File: src/rtl/spf_pkg.sv
// Shared types and constants for the smallest-prime-factor sieve factorizer.
// Holds the command/status structs between controller and datapath.
`default_nettype none

package spf_pkg;

    localparam int SPF_TABLE_SIZE = 65536;
    localparam int SPF_W          = 16;
    localparam int SPF_MAX_RES    = 15;
    localparam int SPF_CNT_W      = 4;

    // Table depth is capped at the 16-bit query range.
    function automatic int spf_depth(input int table_size);
        return (table_size < 65536) ? table_size : 65536;
    endfunction

    typedef struct packed {
        logic clr_wr;
        logic p_init;
        logic p_read;
        logic p_next;
        logic m_start;
        logic m_step;
        logic q_load;
        logic err_load;
        logic q_read;
        logic div_start;
        logic q_update;
        logic out_load;
    } t_cmd;

    typedef struct packed {
        logic clr_last;
        logic p_end;
        logic rd_zero;
        logic m_end;
        logic in_bad;
        logic div_done;
        logic res_last;
        logic out_free;
    } t_sts;

endpackage

`default_nettype wire

File: src/rtl/spf_ctrl.sv
// Controller: sequences the table sweep, the sieve walk and each query.
// Depends on spf_pkg; drives spf_dpath through t_cmd and reads t_sts.
`default_nettype none

module spf_ctrl
    import spf_pkg::*;
(
    input  wire logic i_clk,
    input  wire logic i_rst_n,
    input  wire logic i_valid,
    output logic      o_stall,
    input  wire t_sts i_sts,
    output t_cmd      o_cmd
);

    typedef enum logic [3:0] {
        S_CLR,
        S_SCAN_RD,
        S_SCAN_CHK,
        S_MARK,
        S_IDLE,
        S_Q_RD,
        S_Q_WAIT,
        S_DIV,
        S_EMIT
    } t_state;

    t_state r_state;
    t_state n_state;

    always_comb begin
        o_cmd   = '0;
        n_state = r_state;
        unique case (r_state)
            S_CLR: begin
                o_cmd.clr_wr = 1'b1;
                if (i_sts.clr_last) begin
                    o_cmd.p_init = 1'b1;
                    n_state      = S_SCAN_RD;
                end
            end
            S_SCAN_RD: begin
                if (i_sts.p_end) begin
                    n_state = S_IDLE;
                end else begin
                    o_cmd.p_read = 1'b1;
                    n_state      = S_SCAN_CHK;
                end
            end
            S_SCAN_CHK: begin
                if (i_sts.rd_zero) begin
                    o_cmd.m_start = 1'b1;
                    n_state       = S_MARK;
                end else begin
                    o_cmd.p_next = 1'b1;
                    n_state      = S_SCAN_RD;
                end
            end
            S_MARK: begin
                o_cmd.m_step = 1'b1;
                if (i_sts.m_end) begin
                    o_cmd.p_next = 1'b1;
                    n_state      = S_SCAN_RD;
                end
            end
            S_IDLE: begin
                if (i_valid) begin
                    if (i_sts.in_bad) begin
                        o_cmd.err_load = 1'b1;
                        o_cmd.q_load   = 1'b1;
                        n_state        = S_EMIT;
                    end else begin
                        o_cmd.q_load = 1'b1;
                        n_state      = S_Q_RD;
                    end
                end
            end
            S_Q_RD: begin
                o_cmd.q_read = 1'b1;
                n_state      = S_Q_WAIT;
            end
            S_Q_WAIT: begin
                o_cmd.div_start = 1'b1;
                n_state         = S_DIV;
            end
            S_DIV: begin
                if (i_sts.div_done) begin
                    o_cmd.q_update = 1'b1;
                    n_state        = S_EMIT;
                end
            end
            S_EMIT: begin
                if (i_sts.out_free) begin
                    o_cmd.out_load = 1'b1;
                    n_state        = i_sts.res_last ? S_IDLE : S_Q_RD;
                end
            end
            default: n_state = S_CLR;
        endcase
    end

    always_ff @(posedge i_clk) begin
        if (!i_rst_n) begin
            r_state <= S_CLR;
        end else begin
            r_state <= n_state;
        end
    end

    assign o_stall = r_state != S_IDLE;

endmodule

`default_nettype wire
File: config.mk
export PLATFORM = sky130hd
export DESIGN_NAME = spf_ctrl
export DESIGN_NICKNAME = d
export VERILOG_FILES = /design/src/rtl/spf_pkg.sv /design/src/rtl/spf_ctrl.sv
export SDC_FILE = /design/constraint.sdc
export NUM_CORES = 1
export LEC_CHECK = 0
export BUFFER_PORTS_ARGS = -buffer_cell sky130_fd_sc_hd__buf_2
export CAP_MARGIN = 20
export CORE_AREA = 2 2 39 41
export DETAILED_ROUTE_END_ITERATION = 10
export DIE_AREA = 0 0 41 43
export SYNTH_ARGS = -nofsm -noshare
export SYNTH_HDL_FRONTEND = slang
export SYNTH_SLANG_ARGS = --single-unit
export TNS_END_PERCENT = 30
File: constraint.sdc
create_clock -name i_clk -period 1.4 [get_ports i_clk]
set_input_delay 0.07 -clock i_clk [delete_from_list [all_inputs] [get_ports i_clk]]
set_output_delay 0.07 -clock i_clk [all_outputs]
set_load 0.02 [all_outputs]
# After elaboration in Yosys (flattened, before gate mapping)
# Cells that the tools add are included.
dict set report totals {
  reg_bits 4
  output_inout_bits 13
  word_cells 46
  in_bits 11
}
dict set report classes {
  eq_ne 14
  reduce_logical 2
  muxes 29
}
# operator count
set ops {}
lappend ops {{4-bit one-hot mux with 9 select lines} 1}
lappend ops {{4-bit two-way mux} 6}
lappend ops {{4-bit by 3-bit == test with 1-bit output (second input constant)} 4}
lappend ops {{1-bit two-way mux} 16}
lappend ops {{2-bit inequality test (second input constant)} 5}
lappend ops {{4-bit by 2-bit == test with 1-bit output (second input constant)} 2}
lappend ops {{2-bit two-way mux} 4}
lappend ops {{5-bit AND reduction} 1}
lappend ops {{4-bit by 1-bit == test with 1-bit output (second input constant)} 1}
lappend ops {{4-bit == test (second input constant)} 1}
lappend ops {{4-bit logical NOT} 1}
lappend ops {{4-bit by 3-bit inequality test with 1-bit output (second input constant)} 1}
lappend ops {{3-bit two-way mux} 1}
lappend ops {{1-bit one-hot mux with 2 select lines} 1}

# Logic depth before layout (Yosys ltp)
# Gate-level depths: netlist of run 1.
dict set report depth {
  depth_word 3
  ltp_mapped 6
  depth_no_buf 4
}

# Worst setup path after synthesis of run 1
# Ideal clock, no wire load.
dict set report synth_timing {
  path_type {reg2out}
  start {register r_state[1]}
  end {output o_cmd[10] (netlist name)}
  path_buffers 2
  path_slack_ns -0.387
  stages_incl_launch_ff 5
  t_arrival_ns 1.717
  t_required_ns 1.330
  cell_sequence {dfxtp_1 -> buf_6 -> clkbuf_1 -> nor4_1 -> and2_1}
}
# item line_no
set synth_rtl {}
lappend synth_rtl {{start: declaration} spf_ctrl.sv:28} ;# t_state r_state;
lappend synth_rtl {{start signal: assignment} spf_ctrl.sv:106} ;# r_state <= n_state;
lappend synth_rtl {{end: declaration} spf_ctrl.sv:13} ;# output t_cmd o_cmd

==> flow_summary.toml, run 1 <==
[synth]
yosysTopAreaCell = "dfxtp_1"
synthesis.nets = 74
ys_dominant_reg_cell = "dfxtp_1"
ys_warn_count = 0
synth_commonest_cells = "6 x nand2_1, 6 x nor2_1, 5 x inv_1, 4 x buf_2, 4 x dfxtp_1"
synth-seq-cells = 4
synth.top_cell.area_share_pct = 18.2
synth_edf_count = 0
syn-mean-instance-area_sq_um = 6.97
synth.top_cells.by_area = "dfxtp_1 18%, nand2_1 5.1%, nor2_1 5.1%"
ys_seq_area_share_pct = 18.2
async_flop_share_pct = 0
syn-cell-area_sq_um = 439
netlist_instances = 63
ys_types = 32

[floorplanning]
start_util_pct = 31.7
die_area_sq_um = 1760
pin_count = 24
core_area_sq_um = 1380
chipWidth_um = 41
std_cell_rows = 14
die_h_um = 43

[drt]
post_drt_wl_per_cell_um = 12.4
wl_met2_um = 803
drtPass1Iterations = 4
wl_met3_um = 77
drt-met1-wl_um = 610
topRoutingLayerUsed = "met3"
drt_iter0_drc = 9
num_vias = 622
routed_wl_um = 1490
drtAntennaViolNets = 0
via_per_inst = 5.18
drc = 0

[sta]
rsz0062_at_grt = "true"
hold-worst-slack_ps = 104
relSlewSlack_pct = 78.9
layout_min_cycle_time_ps = 1470
final-max-slew-violation-count = 0
hold_viol = 0
fin_crit_sh_pct = 105
setup_violations = 3
worst_slew_pin_slew_ps = 316
clock_skew_ps = 2.89
max_freq_ghz = 0.681
layout_setup_ws_ps = -68.4

[grt]
grt_start_max_net_pins = 12
grt_pass1_wl_um = 2120
grt_util_all_layers_pct = 16.6
grt_pass1_vias = 559
grt_overflow = 0
grt_antenna_before_repair = 0

[critical_path]
reg2reg_to = "r_state[0]"
reg2reg_from = "r_state[1]"
r2r_slack_ps = -50
cp-end-kind = "output port"
worstSetupPathType = "reg2out"
startpoint_type = "register"
cp.arrival_ps = 1400
ff2ff_path_depth = 6
path_max_fanout = 6
required_ps = 1330

[clock_network]
clk_pin_slew_ps = 40
clock_path_buffers = 2
numClockSinks = 4
cts_hold_buf = 0
cts_tree = "built"
clk_latency_ps = 230
htree_levels = 1
root_buffer = "clkbuf_4"
cts_buffers = 3

[power_and_ir_drop]
vdd_drop_max_mv = 0.487
cellLeakagePower_nw = 0.389
powerDensity_nw_per_um2 = 926

[final_layout]
largest_register_ff_count = 4
fin_area_sq_um = 818
syn_to_final_growth_pct = 86.3
n_antenna_cell = 0
finalNetCount = 117
reg_top3 = "r_state x4"
final_util_pct = 59.1
regMostFlops = "r_state"
drive_gt1_share_pct = 59.6
instances_no_fill = 120

[hold_path]
hp-class = "in2reg"
min_from = "i_rst_n"
holdPathStages = 2
whs_endpoint = "r_state[1]"

[status]
status = "complete, but fails checks"
failed_checks = "negative setup slack"

[placed_design]
place_hpwl_um = 1080
io_buffers = 23
place_inst = 111
place.gp.congestion = 0.855
placed_cell_area_sq_um = 673

[job]
cap_violations = 0
final cells by class:
type                    count  area, sq um
flip-flops and latches      4         88.8
repair buffers             44          302
multi-input cells          48          367
clock buffers               3         22.5
well taps                  16         20.0
fillers                   120          566
inverters                   5         18.8
per-stage QoR:
stage | setup TNS [ps] | setup slack, ps | total power [mW]
6_report | -134 | -68.4 | 0.758
5_1_grt | -400 | -90.3 | 0.807
4_1_cts | -126 | -71.5 | 0.698
3_5_place_dp | -35.5 | -35.5 | 0.521
3_3_place_gp | 0 | 4.25 | 0.519
2_1_floorplan | -56.1 | -30.4 | 0.376
how the worst max path moves through the flow:
| stage | start | endpoint | slack, ps | cells after the start |
|---|---|---|---|---|
| final | r_state[0] | o_cmd[0] | -70 | 3 |
| after CTS | r_state[2] | o_cmd[0] | -70 | 3 |
| after floorplan | r_state[1] | o_cmd[10] | -30 | 4 |
| after global routing | r_state[1] | o_cmd[10] | -90 | 5 |
| after detailed placement | r_state[2] | r_state[0] | -40 | 4 |
| after global placement | r_state[2] | r_state[0] | 4 | 4 |
per-layer routing:
layer	global-route usage (%)	vias up
met5	0	-
met4	2.00	0
met3	3.14	0
met2	30.6	24
met1	18.7	286
li1	-	312
critical path, stage by stage, from the launching register on:
cell and delay [ps]:
dfxtp_4 360, or4b_4 580, nor2_4 100, buf_6 120
cell usage in the layout, fill, tap and decap left out, types with 2 or more instances in the layout:
cell type   n
a21oi_1     2
and3_1      2
buf_2      18
buf_4      20
buf_6       5
clkbuf_4    3
dfxtp_4     2
inv_1       4
mux2i_1     2
nand2_1     5
nand3_1     2
nor2_1      4
nor2_4      2
nor2b_1     2
nor3_2      2
nor4_4      2
o21a_1      2
cell families (layout without fill, tap and decap cells):
group | count (synthesis) | count (layout) | synth area share, %
multiplexers | 2 | 2 | 4.56
buffers and inverters | 11 | 52 | 12.3
AND/OR/NAND/NOR | 31 | 31 | 39.6
AO/OA/AOI/OAI | 15 | 15 | 25.4
flip-flops | 4 | 4 | 18.2
report_power, final:
part | total, mW | leakage [nW] | switching [mW] | internal [mW]
combinational | 0.467 | 0.341 | 0.228 | 0.239
sequential | 0.151 | 0.0345 | 0.0187 | 0.133
clock | 0.139 | 0.0138 | 0.0439 | 0.0956
total | 0.758 | 0.389 | 0.291 | 0.467
repair_timing:
item,4_1_cts,5_1_grt
setup endpoints to repair,12,11
setup buffers,4,2
gates resized for setup,11,14
gates cloned,0,0
pin swaps,6,5
No activity file was read; power rests on OpenSTA's default activity.
==> inputs of run 2 (changes only) <==
PLACE_DENSITY = 0.72   (was default)
==> flow_summary.toml, run 2 (synthesis results as in run 1) <==
[sta]
layout_setup_ws_ps = -58.2
rsz0062_at_grt = "true"
setup_violations = 2
worst_slew_pin_slew_ps = 304
final-max-slew-violation-count = 0
fin_crit_sh_pct = 104
clock_skew_ps = 2.54
layout_min_cycle_time_ps = 1460
max_freq_ghz = 0.686
hold-worst-slack_ps = 97.2
hold_viol = 0
relSlewSlack_pct = 79.8

[drt]
drt_iter0_drc = 4
drtAntennaViolNets = 0
drc = 0
num_vias = 595
routed_wl_um = 1420
drtPass1Iterations = 4
post_drt_wl_per_cell_um = 12.9
via_per_inst = 5.41

[grt]
grt_pass1_wl_um = 2140
grt_util_all_layers_pct = 17.6
grt_use_met1_pct = 18.3
grt_pass1_vias = 530
grt_antenna_before_repair = 0
top_usage_layer = "met2"
gr-usage-met3_pct = 3.14
met2_usage_pct = 29.7
grt_overflow = 0
grt_start_max_net_pins = 15

[final_layout]
multiInputGateArea_sq_um = 379
finalNetCount = 107
largest_register_ff_count = 4
num-fill-cells = 128
regMostFlops = "r_state"
n_antenna_cell = 0
syn_to_final_growth_pct = 74.6
regArea_sq_um = 85.1
reg_top3 = "r_state x4"
drive_gt1_share_pct = 55.3
final_common_cell = "buf_2"
final_util_pct = 55.4
layout_common_cells = "18 x buf_2, 11 x buf_4, 5 x nand2_1"
instances_no_fill = 110

[power_and_ir_drop]
cellLeakagePower_nw = 0.337
power_mw = 0.706
vdd_drop_max_mv = 0.522
powerDensity_nw_per_um2 = 920

[critical_path]
path_max_fanout = 5
cp.arrival_ps = 1390
cp_slowest_cell = "or4b_4"
max_stage_delay_ps = 560
path_cells = "or4b_4 -> nor2_4 -> buf_6"
cp-end-kind = "output port"
required_ps = 1330
worstSetupPathType = "reg2out"
startpoint_type = "register"

[floorplanning]
pin_count = 24
std_cell_rows = 14
core_area_sq_um = 1380
chipWidth_um = 41
die_h_um = 43
die_area_sq_um = 1760
start_util_pct = 31.7

[clock_network]
cts_tree = "built"
cts_buffers = 3
clk_latency_ps = 230
cts_hold_buf = 0
numClockSinks = 4
root_buffer = "clkbuf_4"
clk_pin_slew_ps = 40
htree_levels = 1
clock_path_buffers = 2

[job]
cap_violations = 0

[placed_design]
place_ws_ps = 5.16
place_hpwl_um = 1010
place_inst = 105
io_buffers = 23
place.gp.congestion = 0.886

[status]
failed_checks = "negative setup slack"
status = "complete, but fails checks"

[hold_path]
hp-class = "in2reg"
[run 2: path summary, 6_finish.rpt]
path         startpoint         end  slack, ps  depth (start not counted)
max          r_state[2]    o_cmd[0]        -60                          3
max reg2reg  r_state[2]  r_state[0]         10                          4
min reg2reg  r_state[2]  r_state[2]        650                          3
min             i_rst_n  r_state[0]        100                          2
[run 2: final cells by class]
cell class / count / area share [%]
repair buffers: 34 / 31.0
well taps: 16 / 2.61
inverters: 5 / 2.94
flip-flops and latches: 4 / 11.1
multi-input cells: 48 / 49.4
clock buffers: 3 / 2.94
[run 2: layer usage]
| layer | share of wire (%) | up-vias | routed length, um |
|---|---|---|---|
| li1 | - | 291 | - |
| met1 | 37 | 276 | 526 |
| met2 | 56 | 22 | 790 |
| met3 | 4.0 | 6 | 57 |
| met4 | 2.8 | 0 | 40 |
| met5 | 0 | - | 0 |
[run 2: worst max-delay path: cells and delay by family, from the launching register on]
kind / cells / cell delay, ps
buf+inv: 1 / 120
simple gates: 2 / 670
flops: 1 / 360
[run 2: metrics by stage]
| step | TNS, ps | cell area (sq um) |
|---|---|---|
| 2_1_floorplan | -56.1 | 460 |
| 5_1_grt | -274 | 767 |
| 3_3_place_gp | 0 | 641 |
| 3_5_place_dp | 0 | 641 |
| 4_1_cts | -121 | 674 |
| 6_report | -74.0 | 767 |
[run 2: power by group]
part           internal [mW]  switching, mW
clock                 0.0956         0.0429
sequential             0.131         0.0243
combinational          0.193          0.219
[run 2: repair_timing]
| action | CTS | global route |
|---|---|---|
| gates resized for setup | 5 | 20 |
| endpoints found under the setup margin | 5 | 9 |
| pin swaps | 0 | 1 |
| setup buffers | 0 | 2 |
==> inputs of run 3 (changes only) <==
BUFFER_PORTS_ARGS = default   (was -buffer_cell sky130_fd_sc_hd__buf_2)
DONT_BUFFER_PORTS = 1   (was default)
PLACE_DENSITY = 0.55   (was 0.72)
==> flow_summary.toml, run 3 (synthesis results as in run 1) <==
[status]
status = "complete, but fails checks"
failed_checks = "negative setup slack"

[floorplanning]
start_util_pct = 31.7
pin_count = 24
chipWidth_um = 41
std_cell_rows = 14
die_h_um = 43
core_area_sq_um = 1380
die_area_sq_um = 1760

[grt]
grt_util_all_layers_pct = 15.4
grt_start_max_net_pins = 10
grt_pass1_wl_um = 1840
grt_antenna_before_repair = 0
grt_pass1_vias = 468
grt_overflow = 0

[critical_path]
worstSetupPathType = "reg2out"
path_max_fanout = 3
cp-end-kind = "output port"
required_ps = 1330
startpoint_type = "register"
cp.arrival_ps = 1380

[final_layout]
num-fill-cells = 140
regArea_sq_um = 85.1
drive_gt1_share_pct = 43.2
regMostFlops = "r_state"
layout_common_cells = "17 x buf_4, 6 x nand2_1, 4 x inv_1, 4 x nor2_1, 3 x clkbuf_4"
reg_top3 = "r_state x4"
multiInputGateArea_sq_um = 340
finalNetCount = 94
instances_no_fill = 97
final_common_cell = "buf_4"
largest_register_ff_count = 4
final_util_pct = 48.2
n_antenna_cell = 0
syn_to_final_growth_pct = 51.9

[hold_path]
hp-class = "in2reg"

[placed_design]
io_buffers = 0
place_inst = 91
place_hpwl_um = 1040
place.gp.congestion = 0.789

[clock_network]
numClockSinks = 4
root_buffer = "clkbuf_4"
clock_path_buffers = 2
cts_buffers = 3
clk_latency_ps = 240
htree_levels = 1
cts_tree = "built"
clk_pin_slew_ps = 40

[sta]
layout_setup_ws_ps = -47.2
layout_min_cycle_time_ps = 1450
rsz0062_at_grt = "true"
fin_crit_sh_pct = 103
setup_violations = 3
clock_skew_ps = 2.59
hold_viol = 0
relSlewSlack_pct = 74.8
max_freq_ghz = 0.691
worst_slew_pin_slew_ps = 377
final-max-slew-violation-count = 0

[drt]
drtPass1Iterations = 4
via_per_inst = 5.67
post_drt_wl_per_cell_um = 13.8
drt_iter0_drc = 19
routed_wl_um = 1340
drtAntennaViolNets = 0
drc = 0
num_vias = 550

[power_and_ir_drop]
powerDensity_nw_per_um2 = 991
vdd_drop_max_mv = 0.391
cellLeakagePower_nw = 0.282

[job]
cap_violations = 0
## run 3: path summary, 6_finish.rpt
| check | startpoint | end | slack (ps) | cells after the start |
|---|---|---|---|---|
| hold / removal | i_rst_n | r_state[2] | 20 | 2 |
| setup / recovery | r_state[2] | o_cmd[0] | -50 | 3 |
| hold reg to reg | r_state[3] | r_state[1] | 740 | 3 |
| setup reg to reg | r_state[2] | r_state[0] | -40 | 5 |
## run 3: metrics by stage
step	hold WS [ps]	setup TNS (ps)	total power, mW	setup slack [ps]	area (sq um)
floorplan	188	-56.1	0.376	-30.4	460
global placement	191	-8.98	0.477	-8.98	581
detailed placement	192	-34.1	0.478	-24.0	581
CTS	4.06	-184	0.668	-68.3	657
global route	31.7	-446	0.703	-96.4	667
finish	16.6	-118	0.661	-47.2	667
## run 3: critical path: stages (launching register included)
cell,delay [ps]
dfxtp_4,340
or4b_4,540
nor2_2,130
buf_6,130
## run 3: area by class of cell
class / count / area share [%]
Tap cell: 16 / 3.00
Timing Repair Buffer: 21 / 27.0
Clock buffer: 3 / 3.38
Sequential cell: 4 / 12.8
Inverter: 5 / 2.81
Multi-Input combinational cell: 48 / 51.0
## run 3: where the power goes
| part | internal, mW | switching (mW) | total, mW |
|---|---|---|---|
| logic | 0.177 | 0.188 | 0.366 |
| registers | 0.131 | 0.0206 | 0.151 |
| clock network | 0.0959 | 0.0478 | 0.144 |
## run 3: routing by layer
layer	global-route usage, %	wire length [um]
met5	0	0
met4	10.0	19
met3	1.57	141
met2	25.0	655
met1	17.8	522
## run 3: repair_timing
item                                   CTS  global route
endpoints found under the hold margin    4             0
buffers inserted                         2             0
pin swaps                                4             2
setup endpoints to repair               12             9
resized for setup                        9             3
hold buffers                             1             0
